**src/hw/rtl/npg_pkg.sv**
```systemverilog
// Shared constants for the n-th prime generator.
package npg_pkg;

   // Fixed payload widths of the request and response channels
   localparam int INDEX_WIDTH = 13;
   localparam int VALUE_WIDTH = 16;

   // Defaults for the top-level parameters
   localparam int DEFAULT_TABLE_DEPTH = 4096;
   localparam int DEFAULT_PRIME_WIDTH = 16;

   // The table always starts with the first prime
   localparam int FIRST_PRIME = 2;

endpackage

```
**src/hw/rtl/npg_divider.sv**
```systemverilog
// Restoring radix-2 divider giving quotient and remainder, one bit per cycle.
module npg_divider #(
   parameter int WIDTH = npg_pkg::DEFAULT_PRIME_WIDTH
) (
   input  logic             clock,
   input  logic             reset,
   input  logic             start,
   input  logic [WIDTH-1:0] dividend,
   input  logic [WIDTH-1:0] divisor,
   output logic             done,
   output logic [WIDTH-1:0] quotient,
   output logic [WIDTH-1:0] remainder
);

   localparam int CNT_W = $clog2(WIDTH + 1);

   logic             busy_ff, busy_in;
   logic             done_ff, done_in;
   logic [CNT_W-1:0] cnt_ff, cnt_in;
   logic [WIDTH-1:0] quo_ff, quo_in;
   logic [WIDTH-1:0] rem_ff, rem_in;
   logic [WIDTH-1:0] dvs_ff, dvs_in;

   logic [WIDTH:0]   shifted;
   logic [WIDTH:0]   diff;

   // One restoring step: shift in the next dividend bit, try to subtract
   assign shifted = {rem_ff, quo_ff[WIDTH-1]};
   assign diff    = shifted - {1'b0, dvs_ff};

   always_comb begin
      busy_in = busy_ff;
      done_in = 1'b0;
      cnt_in  = cnt_ff;
      quo_in  = quo_ff;
      rem_in  = rem_ff;
      dvs_in  = dvs_ff;
      if (start) begin
         busy_in = 1'b1;
         cnt_in  = CNT_W'(WIDTH);
         quo_in  = dividend;
         rem_in  = '0;
         dvs_in  = divisor;
      end else if (busy_ff) begin
         if (!diff[WIDTH]) begin
            rem_in = diff[WIDTH-1:0];
            quo_in = {quo_ff[WIDTH-2:0], 1'b1};
         end else begin
            rem_in = shifted[WIDTH-1:0];
            quo_in = {quo_ff[WIDTH-2:0], 1'b0};
         end
         cnt_in = cnt_ff - CNT_W'(1);
         // Last bit: drop busy and flag the result
         if (cnt_ff == CNT_W'(1)) begin
            busy_in = 1'b0;
            done_in = 1'b1;
         end
      end
   end

   always_ff @(posedge clock) begin
      if (reset) begin
         busy_ff <= 1'b0;
         done_ff <= 1'b0;
         cnt_ff  <= '0;
      end else begin
         busy_ff <= busy_in;
         done_ff <= done_in;
         cnt_ff  <= cnt_in;
      end
      quo_ff <= quo_in;
      rem_ff <= rem_in;
      dvs_ff <= dvs_in;
   end

   assign done      = done_ff;
   assign quotient  = quo_ff;
   assign remainder = rem_ff;

endmodule

```
**config.mk**
```make
export PLATFORM = sky130hd
export DESIGN_NAME = npg_divider
export DESIGN_NICKNAME = d
export VERILOG_FILES = /design/src/hw/rtl/npg_pkg.sv /design/src/hw/rtl/npg_divider.sv
export SDC_FILE = /design/constraint.sdc
export NUM_CORES = 1
export LEC_CHECK = 0
export BUFFER_PORTS_ARGS = -buffer_cell sky130_fd_sc_hd__buf_2
export CORE_MARGIN = 1.5
export CORE_UTILIZATION = 35
export DETAILED_ROUTE_END_ITERATION = 10
export PLACE_DENSITY = 0.55
export SYNTH_ARGS = -nofsm -noshare
export SYNTH_HDL_FRONTEND = slang
export SYNTH_SLANG_ARGS = --single-unit
```
**constraint.sdc**
```tcl
create_clock -name clock -period 2.7 [get_ports clock]
set_input_delay 0.27 -clock clock [delete_from_list [all_inputs] [get_ports clock]]
set_output_delay 0.27 -clock clock [all_outputs]
set_load 0.05 [all_outputs]
```
**Yosys cells after proc, flatten, opt, wreduce, memory -nomap -nowiden**

Index checks and enable logic that the tools add are counted.
W data, S select, Z words.

- Add/subtract/negate cells: 2
- Equal/unequal tests: 1
- Mux-type cells: 10
- Bitwise operators: 1
- Reduce and logical (&&, ||, !) cells: 3

Operators by type and width:

| operator | count |
|---|---|
| $mux W16 | 3 |
| $sub A17 B16 Y17 | 1 |
| $mux W5 | 2 |
| $eq A5 B1 Y1 const B | 1 |
| $mux W1 | 5 |
| $sub A5 B1 Y5 const B | 1 |
| $reduce_or A3 Y1 | 1 |
| $reduce_bool A2 Y1 | 1 |
| $reduce_or A2 Y1 | 1 |
| $not A1 Y1 | 1 |

- Register bits after elaboration: 55
- Input bits: 35
- Output and inout bits: 33

**Longest topological paths before layout**

- Depth after elaboration: 4
- Mapped depth: 11

**Worst setup path before layout**

OpenSTA, ideal clock, no wires.

- Path kind: register -> register
- Start point: register quo_ff[15], in the netlist quotient[15]
- End point: register quo_ff[0], in the netlist quotient[0], data pin
- Arrival: 2.864 ns
- Required time: 2.429 ns
- Path slack: -0.435 ns
- Stages on the path, launching flop included: 11
- Buffers on the path: 1
- Period minus slack after synthesis: 3.135 ns
- Cell sequence: edfxtp_1 inv_1 ha_1 fa_1 nand2b_1 a21oi_1 o211ai_2 mux2i_1 a2111oi_4 buf_2 o21ai_0

- Cells in the longest elaborated chain, start to end: 4

RTL lines:

| what | line | text |
|---|---|---|
| from (decl) | npg_divider.sv:20 | `logic [WIDTH-1:0] quo_ff, quo_in;` |
| from (signal assigned) | npg_divider.sv:71 | `quo_ff <= quo_in;` |
| $sub A17 B16 Y17 | npg_divider.sv:29 | `assign diff = shifted - {1'b0, dvs_ff};` |
| $mux W1 | npg_divider.sv:45 | `if (!diff[WIDTH]) begin` |
| $mux W16 | npg_divider.sv:44 | `end else if (busy_ff) begin` |
| $mux W16 | npg_divider.sv:38 | `if (start) begin` |
| via quo_in[0] | npg_divider.sv:20 |  |

The timed path passes the listed nets, and every way through them passes these cells. The select of a mux whose other input is x is not followed.
A chain may end at the register's enable or synchronous reset.

**Worst setup path in the final report**

- Start point: register quo_ff[15], in the netlist quotient[15]
- End point: register rem_ff[5], in the netlist remainder[5]

- Cells in the longest elaborated chain, start to end: 2

RTL lines:

| what | line | text |
|---|---|---|
| $sub A17 B16 Y17 | npg_divider.sv:29 |  |
| $mux W16 | npg_divider.sv:45 |  |
| to (signal assigned) | npg_divider.sv:72 | `rem_ff <= rem_in;` |
| to (decl) | npg_divider.sv:21 | `logic [WIDTH-1:0] rem_ff, rem_in;` |

No other way between the ends.

==> results.yml <==
sta:
  slew-limit-headroom: 0.538
  drv_slew: 0
  hold_viol: 0
  worst_pin_slew_ns: 0.692
  setup_ws_ns: 0.179
  tns_ns: 0
  setup_viol: 0
  rsz0062_at_grt: "yes"
  finClkSkew_ns: 0.00974
  fin_hold_ws_ns: 0.120
  timing.final.crit_period_ns: 2.52
  min_period_over_period: 0.934
  fmax_ghz: 0.397
pwr:
  vdd_drop_max_v: 0.000251
  power_leakage_nw: 1.60
  power.internal_mw: 1.45
  cellPowerDensity_mw_per_mm2: 594
  p_seq_frac: 0.462
  total_power_mw: 2.16
  pwr-share-clk: 0.272
  swShare: 0.330
  switchingPower_uw: 713
  pwr-share-comb: 0.266
clock_tree:
  h-tree-depth: 2
  clkSinkCount: 55
  cts_buffers: 5
  cts_tree: "done"
  cts.repair.resized: 0
  cts_setup_buffers: 0
  ctsLongestPathBuffers: 2
  worstSkewPairLatency_ns: 0.31
  cts_hold_repair.buffers: 0
  cts.reportedPaths.clkPinSlew_ns: 0.11
  ctsRootBufferMaster: "clkbuf_8"
yosys:
  synthesis.area_sq_mm: 0.00303
  syn_inst: 287
  synth-async-reset-ratio: 0
  seq_area_frac_synth: 0.468
  ys_types: 42
  synth_warnings: 0
  synth-edff-count: 32
  synth_seq_cells: 55
  synthFlopType: "edfxtp_1"
  synth_fp_nets: 341
  syn_avg_cell_area_sq_um: 10.6
worst_setup_path:
  cp-end-kind: "flop"
  worstPathArrival_ns: 2.71
  r2r-end: "remainder[5]"
  required_ns: 2.89
  reg2reg_from: "quotient[15]"
  ff2ff_setup_slack_ns: 0.18
  worstSetupStartpointType: "flop"
  worstSetupPathType: "reg -> reg"
  crit_fanout: 12
  reg2reg_depth: 11
placed_design:
  dp_slack_ns: 0.209
  gp_congestion: 0.812
  dp_hpwl_microns: 4870
  numPortBuffers: 67
  post_dp_cell_area_sq_mm: 0.00352
  place_inst: 454
detailed_routing:
  antenna_left: 0
  wl_per_cell_microns: 14.2
  routed_wl_microns: 6570
  viasPerCell: 5.02
  vias: 2318
  drtPass1Iterations: 4
  route.detailed.drc: 0
  drtIter0Drc: 95
floorplan:
  die_y_microns: 96.1
  die_area_sq_mm: 0.00924
  initial_core_util: 0.366
  row_count: 33
  num_io_pins: 68
  chipWidth_microns: 96.1
  coreArea_sq_mm: 0.00830
finish:
  multi_input_area_sq_mm: 0.00150
  final_cells: 462
  area_delta_synth_final_pct: 20.0
  regArea_sq_mm: 0.00142
  antennaDiodeCount: 0
  drive_gt1_frac: 0.303
  fillCellCount: 816
  fin_nets: 410
  final_util: 0.439
  finalInstanceArea_sq_mm: 0.00364
job:
  drv_cap: 0
global_route:
  grt_pass1_vias: 2259
  antenna_found_initial: 0
  track_usage: 0.152
  grt_pass1_wl_microns: 10800
  grt_max_degree: 28
  grt_overflow: 0
hold_path:
  hp-start: "divisor[3]"
  hold_class: "in -> reg"
  hold_depth: 1
  holdPathEnd: "dvs_ff[3]"
run_status:
  status: "completed"
==> cell usage after synthesis (2+ instances only) <==
library cell,n,share of area
nor2_1,19,0.024
clkbuf_1,8,0.0099
edfxtp_1,32,0.32
inv_1,21,0.026
dfxtp_1,23,0.15
xor2_1,9,0.026
ha_1,18,0.074
nor4b_1,2,0.0058
and3_4,2,0.0074
mux2_2,15,0.056
nor2b_1,5,0.010
nand2_1,21,0.026
buf_6,2,0.0074
a21o_1,3,0.0074
a21oi_1,18,0.030
o21ai_0,13,0.021
a211oi_1,9,0.022
nand2b_1,6,0.012
nand3_1,8,0.013
o311ai_0,6,0.017
mux2i_1,10,0.033
nand4_1,3,0.0062
buf_2,2,0.0033
o211ai_1,2,0.0049
nor3_1,7,0.012
xnor2_1,7,0.020
==> sequential cells by signal (all words and copies together) (netlist names) <==
signal	count
remainder	16
dvs_ff	16
quotient	16
busy_ff	1
done	1
cnt_ff	5
==> how the worst max path moves through the flow <==
stage	start	end	slack (ns)	cells past startpoint
finish	quotient[15]	remainder[5]	0.18	11
global route	quotient[15]	remainder[5]	-0.02	11
CTS	quotient[15]	remainder[7]	0.17	11
detailed placement	quotient[15]	remainder[5]	0.21	11
global placement	quotient[15]	remainder[7]	0.29	11
floorplan	quotient[15]	remainder[10]	-0.13	11
==> final cells by class <==
type,count,share of cell area
multi-input combinational,199,0.412
sequential,55,0.390
timing repair buffer,74,0.108
tap,105,0.0361
inverter,21,0.0216
clock buffer,5,0.0189
clock inverter,3,0.0137
==> layout by cell type, fill, tap and decap left out, types with 12 or more instances in the layout <==
cell type,n
mux2_2,15
o21ai_0,12
edfxtp_1,32
inv_1,21
nor2_1,19
ha_1,17
nand2_1,21
dfxtp_1,23
buf_2,67
a21oi_1,17
==> worst max-delay path: stages (launching register included) <==
cell and delay [ns]:
edfxtp_1 0.37, inv_1 0.05, ha_2 0.17, fa_2 0.35
nand2b_4 0.16, a21oi_4 0.17, o211ai_2 0.11, mux2i_1 0.18
a2111oi_4 0.25, buf_4 0.26, mux2i_1 0.22, a211oi_1 0.09
==> routing by layer <==
layer | global-route usage | vias up | routed length, microns
li1 | - | 1183 | -
met4 | 0.0368 | 0 | 52
met5 | 0 | - | 0
met2 | 0.243 | 56 | 3010
met3 | 0.0348 | 4 | 352
met1 | 0.207 | 1075 | 3150
==> cells by family (layout without fill, tap and decap cells) <==
kind of cell | after synthesis | after routing | share of synthesized area
multiplexers | 25 | 25 | 0.0887
AND/OR/NAND/NOR | 76 | 76 | 0.125
XOR/XNOR | 16 | 16 | 0.0462
flip-flops | 55 | 55 | 0.468
adder cells (fa/ha/maj) | 19 | 19 | 0.0808
buffers and inverters | 33 | 103 | 0.0466
AO/OA/AOI/OAI | 63 | 63 | 0.144
==> power by group through the flow <==
stage	logic, mW	clock network (mW)	registers, mW
floorplan	0.298	0	1.15
CTS	0.579	0.606	1.00
global placement	0.572	0	1.02
global route	0.627	0.643	1.01
finish	0.575	0.588	1.00
detailed placement	0.576	0	1.02
Note: power is estimated with default switching activity, not from simulation.
